File: config.mk
export PLATFORM = sky130hd
export DESIGN_NAME = serial_frame_assembler_unit
export DESIGN_NICKNAME = d
export VERILOG_FILES = /design/src/sfa_pkg.sv /design/src/serial_frame_assembler_unit.sv /design/src/sfa_ram.sv /design/src/sfa_datapath.sv /design/src/sfa_ctrl.sv
export SDC_FILE = /design/constraint.sdc
export NUM_CORES = 1
export LEC_CHECK = 0
export ABC_AREA = 1
export ABC_CLOCK_PERIOD_IN_PS = 4400
export CORE_MARGIN = 2
export CORE_UTILIZATION = 60
export CTS_CLUSTER_SIZE = 25
export DETAILED_ROUTE_END_ITERATION = 10
export DONT_BUFFER_PORTS = 1
export PLACE_DENSITY = 0.81
export SYNTH_ARGS = -nofsm -noshare
export SYNTH_HDL_FRONTEND = slang
export SYNTH_HIERARCHICAL = 1
export SYNTH_SLANG_ARGS = --single-unit
export TNS_END_PERCENT = 50
File: constraint.sdc
create_clock -name clk_i -period 4.4 [get_ports clk_i]
set_input_delay 0.44 -clock clk_i [delete_from_list [all_inputs] [get_ports clk_i]]
set_output_delay 0.44 -clock clk_i [all_outputs]
set_load 0.01 [all_outputs]
File: src/sfa_pkg.sv
`timescale 1ns / 1ps
// ----------------------------------------------------------------------------
// sfa_pkg
// Shared types and byte codes for the serial frame assembler.
// ----------------------------------------------------------------------------
package sfa_pkg;

  localparam logic [7:0] ChStart = 8'h53;  // S
  localparam logic [7:0] ChL     = 8'h4C;
  localparam logic [7:0] ChM     = 8'h4D;
  localparam logic [7:0] ChW     = 8'h57;
  localparam logic [7:0] ChO     = 8'h4F;
  localparam logic [7:0] ChX     = 8'h58;
  localparam logic [7:0] ChV     = 8'h56;
  localparam logic [7:0] ChE     = 8'h45;
  localparam logic [7:0] ChP     = 8'h50;
  localparam logic [7:0] ChA     = 8'h41;
  localparam logic [7:0] ChC     = 8'h43;
  localparam logic [7:0] ChI     = 8'h49;
  localparam logic [7:0] ChN     = 8'h4E;

  localparam int unsigned HeaderLen = 3;

  typedef enum logic [6:0] {
    ST_IDLE    = 7'b0000001,
    ST_TYPE    = 7'b0000010,
    ST_COUNT   = 7'b0000100,
    ST_PAYLOAD = 7'b0001000,
    ST_STATUS  = 7'b0010000,
    ST_EMIT_RD = 7'b0100000,
    ST_EMIT_WR = 7'b1000000
  } state_e;

  typedef enum logic [1:0] {
    ADDR_START   = 2'd0,
    ADDR_TYPE    = 2'd1,
    ADDR_COUNT   = 2'd2,
    ADDR_PAYLOAD = 2'd3
  } addr_sel_e;

  typedef enum logic [1:0] {
    LEN_SHORT   = 2'd0,
    LEN_HEADER  = 2'd1,
    LEN_PAYLOAD = 2'd2
  } len_sel_e;

  typedef struct packed {
    logic      wr_en;
    addr_sel_e wr_sel;
    logic      decl_load;
    logic      rcv_clear;
    logic      rcv_inc;
    logic      len_load;
    len_sel_e  len_sel;
    logic      idx_clear;
    logic      rd_en;
    logic      out_load;
  } cmd_t;

  typedef struct packed {
    logic is_start;
    logic is_cnt_type;
    logic is_now_type;
    logic is_stat_type;
    logic is_status_ok;
    logic is_zero;
    logic keep;
    logic payload_done;
    logic emit_last;
    logic out_free;
  } status_t;

endpackage

File: src/serial_frame_assembler_unit.sv
`timescale 1ns / 1ps
// ----------------------------------------------------------------------------
// serial_frame_assembler_unit
// Parses framed serial byte streams and replays each finished frame.
// ----------------------------------------------------------------------------
// Received bytes are taken one per cycle while a frame is being collected.
// Once a frame completes, the input is held off while the frame is replayed
// from the message store: each output beat is a store read, then a load into
// the output register, so a frame of n bytes (2 to MAX_PAYLOAD+3) blocks the
// input until its last beat is loaded, longer if the sink stalls. The last
// output beat may still wait in the output register while the next frame is
// collected. The store needs no clearing after reset.
module serial_frame_assembler_unit #(
  parameter int unsigned MAX_PAYLOAD = 12
) (
  input  logic       clk_i,
  input  logic       rst_ni,
  input  logic       rx_valid_i,
  output logic       rx_ready_o,
  input  logic [7:0] rx_byte_i,
  output logic       msg_valid_o,
  input  logic       msg_ready_i,
  output logic [7:0] msg_byte_o,
  output logic       msg_last_o
);

  sfa_pkg::cmd_t    cmd;
  sfa_pkg::status_t status;

  sfa_ctrl u_ctrl (
    .clk_i     (clk_i),
    .rst_ni    (rst_ni),
    .rx_valid_i(rx_valid_i),
    .rx_ready_o(rx_ready_o),
    .status_i  (status),
    .cmd_o     (cmd)
  );

  sfa_datapath #(
    .MAX_PAYLOAD(MAX_PAYLOAD)
  ) u_datapath (
    .clk_i      (clk_i),
    .rst_ni     (rst_ni),
    .rx_byte_i  (rx_byte_i),
    .cmd_i      (cmd),
    .status_o   (status),
    .msg_ready_i(msg_ready_i),
    .msg_valid_o(msg_valid_o),
    .msg_byte_o (msg_byte_o),
    .msg_last_o (msg_last_o)
  );

endmodule

File: src/sfa_ram.sv
`timescale 1ns / 1ps
// ----------------------------------------------------------------------------
// sfa_ram
// Generic single-write, single-read RAM with registered read data.
// ----------------------------------------------------------------------------
module sfa_ram #(
  parameter int unsigned WIDTH = 8,
  parameter int unsigned DEPTH = 15
) (
  input  logic                     clk_i,
  input  logic                     we_i,
  input  logic [$clog2(DEPTH)-1:0] waddr_i,
  input  logic [WIDTH-1:0]         wdata_i,
  input  logic                     re_i,
  input  logic [$clog2(DEPTH)-1:0] raddr_i,
  output logic [WIDTH-1:0]         rdata_o
);

  logic [WIDTH-1:0] mem_q [DEPTH];
  logic [WIDTH-1:0] rdata_q;

  always_ff @(posedge clk_i) begin
    if (we_i) begin
      mem_q[waddr_i] <= wdata_i;
    end
    if (re_i) begin
      rdata_q <= mem_q[raddr_i];
    end
  end

  assign rdata_o = rdata_q;

endmodule

File: src/sfa_datapath.sv
`timescale 1ns / 1ps
// ----------------------------------------------------------------------------
// sfa_datapath
// Byte decode, counters, message store and output register.
// ----------------------------------------------------------------------------
module sfa_datapath #(
  parameter int unsigned MAX_PAYLOAD = 12
) (
  input  logic             clk_i,
  input  logic             rst_ni,
  input  logic [7:0]       rx_byte_i,
  input  sfa_pkg::cmd_t    cmd_i,
  output sfa_pkg::status_t status_o,
  input  logic             msg_ready_i,
  output logic             msg_valid_o,
  output logic [7:0]       msg_byte_o,
  output logic             msg_last_o
);

  localparam int unsigned Depth = MAX_PAYLOAD + sfa_pkg::HeaderLen;
  localparam int unsigned AW    = $clog2(Depth);
  localparam int unsigned LW    = $clog2(Depth + 1);

  logic [7:0]    decl_q;
  logic [7:0]    rcv_q;
  logic [LW-1:0] len_q, len_d;
  logic [AW-1:0] idx_q;
  logic          out_valid_q;
  logic [7:0]    out_byte_q;
  logic          out_last_q;

  logic [8:0]    rcv_nxt;
  logic [8:0]    kept;
  logic [AW-1:0] waddr;
  logic [7:0]    rdata;

  assign rcv_nxt = {1'b0, rcv_q} + 9'd1;
  assign kept    = (rcv_nxt < 9'(MAX_PAYLOAD)) ? rcv_nxt : 9'(MAX_PAYLOAD);

  always_comb begin
    status_o              = '0;
    status_o.is_start     = (rx_byte_i == sfa_pkg::ChStart);
    status_o.is_cnt_type  = (rx_byte_i == sfa_pkg::ChL) || (rx_byte_i == sfa_pkg::ChM) ||
                            (rx_byte_i == sfa_pkg::ChW);
    status_o.is_now_type  = (rx_byte_i == sfa_pkg::ChO) || (rx_byte_i == sfa_pkg::ChX);
    status_o.is_stat_type = (rx_byte_i == sfa_pkg::ChV) || (rx_byte_i == sfa_pkg::ChE) ||
                            (rx_byte_i == sfa_pkg::ChP) || (rx_byte_i == sfa_pkg::ChA);
    status_o.is_status_ok = (rx_byte_i == sfa_pkg::ChV) || (rx_byte_i == sfa_pkg::ChC) ||
                            (rx_byte_i == sfa_pkg::ChP) || (rx_byte_i == sfa_pkg::ChStart) ||
                            (rx_byte_i == sfa_pkg::ChI) || (rx_byte_i == sfa_pkg::ChN);
    status_o.is_zero      = (rx_byte_i == 8'd0);
    status_o.keep         = (rcv_q < 8'(MAX_PAYLOAD));
    status_o.payload_done = (rcv_nxt >= {1'b0, decl_q});
    status_o.emit_last    = ((LW'(idx_q) + LW'(1)) == len_q);
    status_o.out_free     = !out_valid_q || msg_ready_i;
  end

  always_comb begin
    case (cmd_i.wr_sel)
      sfa_pkg::ADDR_START:   waddr = AW'(0);
      sfa_pkg::ADDR_TYPE:    waddr = AW'(1);
      sfa_pkg::ADDR_COUNT:   waddr = AW'(2);
      sfa_pkg::ADDR_PAYLOAD: waddr = AW'(rcv_q) + AW'(sfa_pkg::HeaderLen);
      default:               waddr = AW'(0);
    endcase
  end

  always_comb begin
    case (cmd_i.len_sel)
      sfa_pkg::LEN_SHORT:   len_d = LW'(2);
      sfa_pkg::LEN_HEADER:  len_d = LW'(sfa_pkg::HeaderLen);
      sfa_pkg::LEN_PAYLOAD: len_d = LW'(kept) + LW'(sfa_pkg::HeaderLen);
      default:              len_d = LW'(sfa_pkg::HeaderLen);
    endcase
  end

  sfa_ram #(
    .WIDTH(8),
    .DEPTH(Depth)
  ) u_store (
    .clk_i  (clk_i),
    .we_i   (cmd_i.wr_en),
    .waddr_i(waddr),
    .wdata_i(rx_byte_i),
    .re_i   (cmd_i.rd_en),
    .raddr_i(idx_q),
    .rdata_o(rdata)
  );

  always_ff @(posedge clk_i or negedge rst_ni) begin
    if (!rst_ni) begin
      decl_q      <= '0;
      rcv_q       <= '0;
      len_q       <= '0;
      idx_q       <= '0;
      out_valid_q <= 1'b0;
    end else begin
      if (cmd_i.decl_load) begin
        decl_q <= rx_byte_i;
      end
      if (cmd_i.rcv_clear) begin
        rcv_q <= '0;
      end else if (cmd_i.rcv_inc) begin
        rcv_q <= rcv_nxt[7:0];
      end
      if (cmd_i.len_load) begin
        len_q <= len_d;
      end
      if (cmd_i.idx_clear) begin
        idx_q <= '0;
      end else if (cmd_i.out_load) begin
        idx_q <= idx_q + AW'(1);
      end
      if (cmd_i.out_load) begin
        out_valid_q <= 1'b1;
      end else if (msg_ready_i) begin
        out_valid_q <= 1'b0;
      end
    end
  end

  always_ff @(posedge clk_i) begin
    if (cmd_i.out_load) begin
      out_byte_q <= rdata;
      out_last_q <= status_o.emit_last;
    end
  end

  assign msg_valid_o = out_valid_q;
  assign msg_byte_o  = out_byte_q;
  assign msg_last_o  = out_last_q;

endmodule

File: src/sfa_ctrl.sv
`timescale 1ns / 1ps
// ----------------------------------------------------------------------------
// sfa_ctrl
// Frame parsing and emission state machine.
// ----------------------------------------------------------------------------
module sfa_ctrl (
  input  logic             clk_i,
  input  logic             rst_ni,
  input  logic             rx_valid_i,
  output logic             rx_ready_o,
  input  sfa_pkg::status_t status_i,
  output sfa_pkg::cmd_t    cmd_o
);

  sfa_pkg::state_e state_q, state_d;
  logic            acc;

  assign rx_ready_o = (state_q == sfa_pkg::ST_IDLE) || (state_q == sfa_pkg::ST_TYPE) ||
                      (state_q == sfa_pkg::ST_COUNT) || (state_q == sfa_pkg::ST_PAYLOAD) ||
                      (state_q == sfa_pkg::ST_STATUS);
  assign acc = rx_valid_i && rx_ready_o;

  always_comb begin
    state_d = state_q;
    cmd_o   = '0;
    case (state_q)
      sfa_pkg::ST_IDLE: begin
        if (acc && status_i.is_start) begin
          cmd_o.wr_en  = 1'b1;
          cmd_o.wr_sel = sfa_pkg::ADDR_START;
          state_d      = sfa_pkg::ST_TYPE;
        end
      end
      sfa_pkg::ST_TYPE: begin
        cmd_o.wr_sel = sfa_pkg::ADDR_TYPE;
        if (acc) begin
          if (status_i.is_cnt_type) begin
            cmd_o.wr_en = 1'b1;
            state_d     = sfa_pkg::ST_COUNT;
          end else if (status_i.is_now_type) begin
            cmd_o.wr_en     = 1'b1;
            cmd_o.len_load  = 1'b1;
            cmd_o.len_sel   = sfa_pkg::LEN_SHORT;
            cmd_o.idx_clear = 1'b1;
            state_d         = sfa_pkg::ST_EMIT_RD;
          end else if (status_i.is_stat_type) begin
            cmd_o.wr_en = 1'b1;
            state_d     = sfa_pkg::ST_STATUS;
          end
        end
      end
      sfa_pkg::ST_COUNT: begin
        if (acc) begin
          cmd_o.wr_en     = 1'b1;
          cmd_o.wr_sel    = sfa_pkg::ADDR_COUNT;
          cmd_o.decl_load = 1'b1;
          cmd_o.rcv_clear = 1'b1;
          if (status_i.is_zero) begin
            cmd_o.len_load  = 1'b1;
            cmd_o.len_sel   = sfa_pkg::LEN_HEADER;
            cmd_o.idx_clear = 1'b1;
            state_d         = sfa_pkg::ST_EMIT_RD;
          end else begin
            state_d = sfa_pkg::ST_PAYLOAD;
          end
        end
      end
      sfa_pkg::ST_PAYLOAD: begin
        cmd_o.wr_sel = sfa_pkg::ADDR_PAYLOAD;
        if (acc) begin
          cmd_o.wr_en   = status_i.keep;
          cmd_o.rcv_inc = 1'b1;
          if (status_i.payload_done) begin
            cmd_o.len_load  = 1'b1;
            cmd_o.len_sel   = sfa_pkg::LEN_PAYLOAD;
            cmd_o.idx_clear = 1'b1;
            state_d         = sfa_pkg::ST_EMIT_RD;
          end
        end
      end
      sfa_pkg::ST_STATUS: begin
        if (acc) begin
          if (status_i.is_status_ok) begin
            cmd_o.wr_en     = 1'b1;
            cmd_o.wr_sel    = sfa_pkg::ADDR_COUNT;
            cmd_o.len_load  = 1'b1;
            cmd_o.len_sel   = sfa_pkg::LEN_HEADER;
            cmd_o.idx_clear = 1'b1;
            state_d         = sfa_pkg::ST_EMIT_RD;
          end else begin
            state_d = sfa_pkg::ST_IDLE;
          end
        end
      end
      sfa_pkg::ST_EMIT_RD: begin
        cmd_o.rd_en = 1'b1;
        state_d     = sfa_pkg::ST_EMIT_WR;
      end
      sfa_pkg::ST_EMIT_WR: begin
        if (status_i.out_free) begin
          cmd_o.out_load = 1'b1;
          state_d        = status_i.emit_last ? sfa_pkg::ST_IDLE : sfa_pkg::ST_EMIT_RD;
        end
      end
      default: begin
        state_d = sfa_pkg::ST_IDLE;
      end
    endcase
  end

  always_ff @(posedge clk_i or negedge rst_ni) begin
    if (!rst_ni) begin
      state_q <= sfa_pkg::ST_IDLE;
    end else begin
      state_q <= state_d;
    end
  end

endmodule

# Word-level counts from Yosys, hierarchy flattened
# Memory sizes are Yosys's and may differ from the RTL's. A register that Yosys moved wholly into a read port is not among the register bits.
# Cells that the tools add are included.
word_totals:
  register_bits: 41
  ram_bits: 120
  inputBits: 12
  word_cells: 125
  n_memories: 1
memory_table:
  columns: ["memory", "depth", "width", "read_ports", "rd_ports_with_merged_regs", "wr", "line_no", "rtl"]
  rows:
  - ["u_datapath.u_store.mem_q", 15, 8, 1, 1, 1, "sfa_ram.sv:19", "logic [WIDTH-1:0] mem_q [DEPTH];"]
op_classes:
  addsub: 4
  n_lt_le_gt_ge: 3
  n_eq_ne: 33
  n_mux: 50
  n_reduce_logical: 26
ops:
  columns: ["op", "n"]
  rows:
  - ["8-bit by 7-bit == test with 1-bit output (second input constant)", 13]
  - ["7-bit two-way mux", 10]
  - ["7-bit case mux with 7 select lines", 1]
  - ["4-bit two-way mux", 11]
  - ["4-bit case mux with 4 select lines", 2]
  - ["6-bit two-way mux", 3]
  - ["1-bit logical OR", 16]
  - ["8-bit two-way mux", 2]
  - ["3-bit case mux with 5 select lines", 1]
  - ["1-bit two-way mux", 13]
  - ["5-bit two-way mux", 2]
  - ["8-bit by 1-bit adder with 9-bit output (second input constant)", 1]
  - ["9-bit by 8-bit greater-or-equal comparator with 1-bit output", 1]
  - ["9-bit by 4-bit less-than comparator with 1-bit output (second input constant)", 1]
  - ["3-bit two-way mux", 3]
  - ["4-bit by 2-bit adder with 4-bit output (second input constant)", 2]
  - ["8-bit logical NOT", 1]
  - ["8-bit by 4-bit less-than comparator with 1-bit output (second input constant)", 1]
  - ["2-bit by 1-bit inequality test with 1-bit output (second input constant)", 4]
  - ["4-bit case mux with 2 select lines", 1]
  - ["8-bit AND reduction", 1]
  - ["7-bit by 1-bit == test with 1-bit output (second input constant)", 1]
  - ["7-bit by 2-bit == test with 1-bit output (second input constant)", 1]
  - ["7-bit by 3-bit == test with 1-bit output (second input constant)", 1]
  - ["other kinds (15)", 23]

# Logic depth before layout (Yosys ltp)
logic_depth:
  ltp_word: 11
  ltp_mapped: 22
  depth_no_buf: 22

# By module
# Netlist, hierarchy kept.
modules_own_cells:
  columns: ["mod", "n_inst", "cells_each", "area_per_inst_um2", "seq_area_each_um2"]
  rows:
  - ["sfa_ram", 1, 509, 5435.2, 3843.7]
  - ["sfa_datapath", 1, 242, 1989.4, 895.9]
  - ["sfa_ctrl", 1, 116, 767.0, 176.4]

# Worst setup path before layout
# Ideal clock, no wire load.
synth_timing:
  path_kind: "in2reg"
  from: "input port rx_byte_i[1]"
  to: "memory u_datapath.u_store.mem_q[13][0], enable pin"
  arrival_time_ps: 2295
  required_ps: 4030
  path_slack_ps: 1735
  stages: 13
  n_path_buf: 1
  cell_sequence: "clkbuf_1 -> nor2_1 -> nand2_1 -> inv_1 -> o21ai_0 -> nand3b_1 -> nand2_1 -> nand2_1 -> nand3_1 -> nand2_1 -> a21boi_0 -> nand3b_1 -> nor2_1"
synth_rtl:
  columns: ["element", "line_no", "rtl"]
  rows:
  - ["start, declared", "serial_frame_assembler_unit.sv:20", "input logic [7:0] rx_byte_i,"]
  - ["end, declared", "sfa_ram.sv:19", null]

==> run summary <==
status = finished, final reports clean
required time of the critical path = 4.45 ns
chip width = 121 microns
headroom to the max-slew limit = 34.2%
PortBufs = 0
share of layout cells above drive strength 1 = 9.59%
most common cell in the netlist = nand2_1
TritonCTS clock tree = built
Synth area leaders = edfxtp_1 50%, nand2_1 11%, dfrtp_1 9.5%, nand3_1 7.0%, inv_1 6.6%
vias per inst = 5.56
Synth Register Bits = 169
wire length per cell after detailed routing = 16.1 microns
multi-input logic area = 0.00257 sq mm
Antenna diodes = 0
via count = 5,849
PD cells = 414 mW/mm^2
Vert. Die Dim = 121 microns
cts bufs inserted = 17
htree depth = 4
Routed Antenna Nets = 0
CTS max path bufs = 2
met3 GRT Util = 5.38%
MaxCap Viol Count = 0
register area = 0.00492 sq mm
Pins Over Slew Limit = 0
CTS sink count = 169
critical path arrival = 3.13 ns
vias in the first global route = 5,444
GRT busiest layer = met2
Hold Path Cell Cnt = 0
drt total wl = 16,900 microns
reg2reg end = u_datapath/u_store/mem_q[3][3]$_DFFE_PP_
Worst Hold Slack = 0.106 ns
worst-path maximum fanout = 8
mean post-synth cell area = 9.45 sq um
critical path type = reg2reg
First-pass DRT Iterations = 7
first-pass GRT wire length = 27,100 microns
Initial Util = 61.6%
final hold violations = 0
register area share after synthesis = 60.0%
Layout Nets = 886
ys async rst share = 18.9%
Synth area leader = edfxtp_1
Area Growth Syn to Fin = 8.32%
Yosys Warn Count = 6
top cell type's share of synthesized area = 50.2%
Root Buffer = clkbuf_16
Distinct cells, synth = 39
clk_skew = 0.00692 ns
Fmax = 0.325 GHz
initial antenna violation count = 0
Startpoint Class = flop
worst min-delay path class = in2reg
synthesized instance count = 867
R2R Setup Slk = 1.32 ns
GRT overflow = 0
reg2reg start = u_ctrl/state_q[2]$_DFFE_PN0P_
met2 Usage GRT = 37.0%
Post-Syn Area = 0.00819 sq mm
I/O pins = 23
RSZ-0062 raised after global routing = false
drt first-iter violations = 569
largest net degree at the start of global routing = 57
CORE AREA = 0.0133 sq mm
hold wc startpoint = rx_byte_i[7]
Final setup viols = 0
fin crit period = 3.08 ns
syn_nets = 890
clk_lat worst skew = 0.43 ns
final instance area = 0.00887 sq mm
GRT met1 Usage = 34.1%
Post-synth EDFFs = 137
final period utilization = 70.0%
top cells by count, synth = 235 x nand2_1, 143 x inv_1, 137 x edfxtp_1
Worst setup EP type = flop
Peak VDD IR = 0.288 mV
DP HPWL = 10,800 microns
Leakage = 3.88 nW
top_reg_cell synth = edfxtp_1
Worst Hold End = u_datapath/u_store/mem_q[1][7]$_DFFE_PP_
Total Neg Setup Slack = 0 ns
DRC viols = 0
FF-to-FF path depth = 10
Final GP Congestion = 0.879
worst slew pin tran = 0.986 ns
CP startpoint = u_ctrl/state_q[2]$_DFFE_PN0P_
Core Rows = 42
die area = 0.0146 sq mm
Fillers = 982
Worst-path clk slew = 0.07 ns
dpl cell area = 0.00828 sq mm
Tot GR Track Use = 24.6%
-- registers in the layout (all words and copies together) (netlist names) --
register	cells
u_datapath/u_store/mem_q	120
u_datapath/decl_q	8
u_datapath/msg_byte_o	8
u_datapath/rcv_q	8
u_datapath/u_store/rdata_o	8
u_ctrl/state_q	7
u_datapath/idx_q	4
u_datapath/len_q	4
u_datapath/msg_last_o	1
u_datapath/msg_valid_o	1
-- metrics by stage --
| stage | setup WS, ns | utilization (%) | std cells | power [mW] |
|---|---|---|---|---|
| 6_report | 1.32 | 66.7 | 1052 | 3.67 |
| 5_1_grt | 1.04 | 66.7 | 1052 | 3.80 |
| 4_1_cts | 1.37 | 66.7 | 1052 | 3.68 |
| 3_3_place_gp | 1.36 | 62.3 | 1018 | 2.29 |
| 2_1_floorplan | 1.73 | - | 867 | 2.21 |
| 3_5_place_dp | 1.29 | 62.3 | 1018 | 2.30 |
-- cell type report --
| class | count | area share (%) |
|---|---|---|
| multi-input cells | 523 | 28.9 |
| flip-flops and latches | 169 | 55.4 |
| inverters | 147 | 6.22 |
| repair buffers | 5 | 0.592 |
| clock buffers | 17 | 4.79 |
| clock inverters | 15 | 1.55 |
| well taps | 176 | 2.48 |
-- power by group --
| part | total (mW) | leakage [nW] | internal (mW) | switching, mW |
|---|---|---|---|---|
| clock | 1.39 | 0.274 | 0.743 | 0.643 |
| combinational | 0.500 | 2.01 | 0.155 | 0.346 |
| sequential | 1.78 | 1.59 | 1.76 | 0.0245 |
| total | 3.67 | 3.88 | 2.66 | 1.01 |
-- cell families after synthesis --
logic type / count (synthesis) / share of synthesized area [%]
AO/OA/AOI/OAI: 48 / 3.38
XOR/XNOR: 9 / 0.962
adder cells (fa/ha/maj): 11 / 1.68
AND/OR/NAND/NOR: 455 / 25.3
flip-flops: 169 / 60.0
buffers and inverters: 175 / 8.63
-- worst max-delay path, stage by stage (launching register included) --
cell	delay [ns]
dfrtp_1	0.44
nor2_2	0.21
nand3_1	0.12
nor2_2	0.20
inv_1	0.09
nand3_2	0.15
nand3_1	0.10
nand2_1	0.11
a21boi_0	0.40
nand3_1	0.26
nor2_1	0.61
-- layout by cell type (no fill, tap or decap), drive strengths merged --
| cell type | count |
|---|---|
| dfstp | 1 |
| o21ai | 25 |
| nand3b | 5 |
| clkinvlp | 2 |
| nand3 | 119 |
| ha | 11 |
| a21boi | 2 |
| a21oi | 11 |
| nand4 | 4 |
| o2111ai | 1 |
| o21bai | 1 |
| xnor2 | 3 |
| xor2 | 6 |
| dfrtp | 31 |
| o31ai | 1 |
| clkbuf | 17 |
| inv | 152 |
| o211ai | 2 |
| nor3 | 4 |
| nor4 | 2 |
| dlygate4sd3 | 1 |
| o22ai | 5 |
| edfxtp | 137 |
| or2 | 4 |
| buf | 4 |
| nor2 | 68 |
| nand2 | 249 |
| clkinv | 8 |
-- worst max path at each step --
stage,to,slack [ns]
floorplan,u_datapath/u_store/mem_q[13][0]$_DFFE_PP_,1.73
global placement,u_datapath/u_store/mem_q[5][0]$_DFFE_PP_,1.36
detailed placement,u_datapath/u_store/mem_q[3][1]$_DFFE_PP_,1.29
CTS,u_datapath/idx_q[3]$_DFFE_PN0P_,1.37
global route,u_datapath/u_store/mem_q[10][6]$_DFFE_PP_,1.04
finish,u_datapath/u_store/mem_q[3][3]$_DFFE_PP_,1.32
-- routing by layer --
metal	share of wire, %	wire [microns]	vias to the layer above
met5	0	0	-
met4	2.8	480	0
met3	8.1	1370	44
met2	46	7860	291
met1	43	7210	2717
li1	-	-	2797
-- timing repair --
action / 4_1_cts / 5_1_grt
endpoints found under the hold margin: 32 / 0
setup buffers: 0 / 0
gates resized for setup: 0 / 0
hold buffers: 2 / 0
No activity file was read; power rests on OpenSTA's default activity.
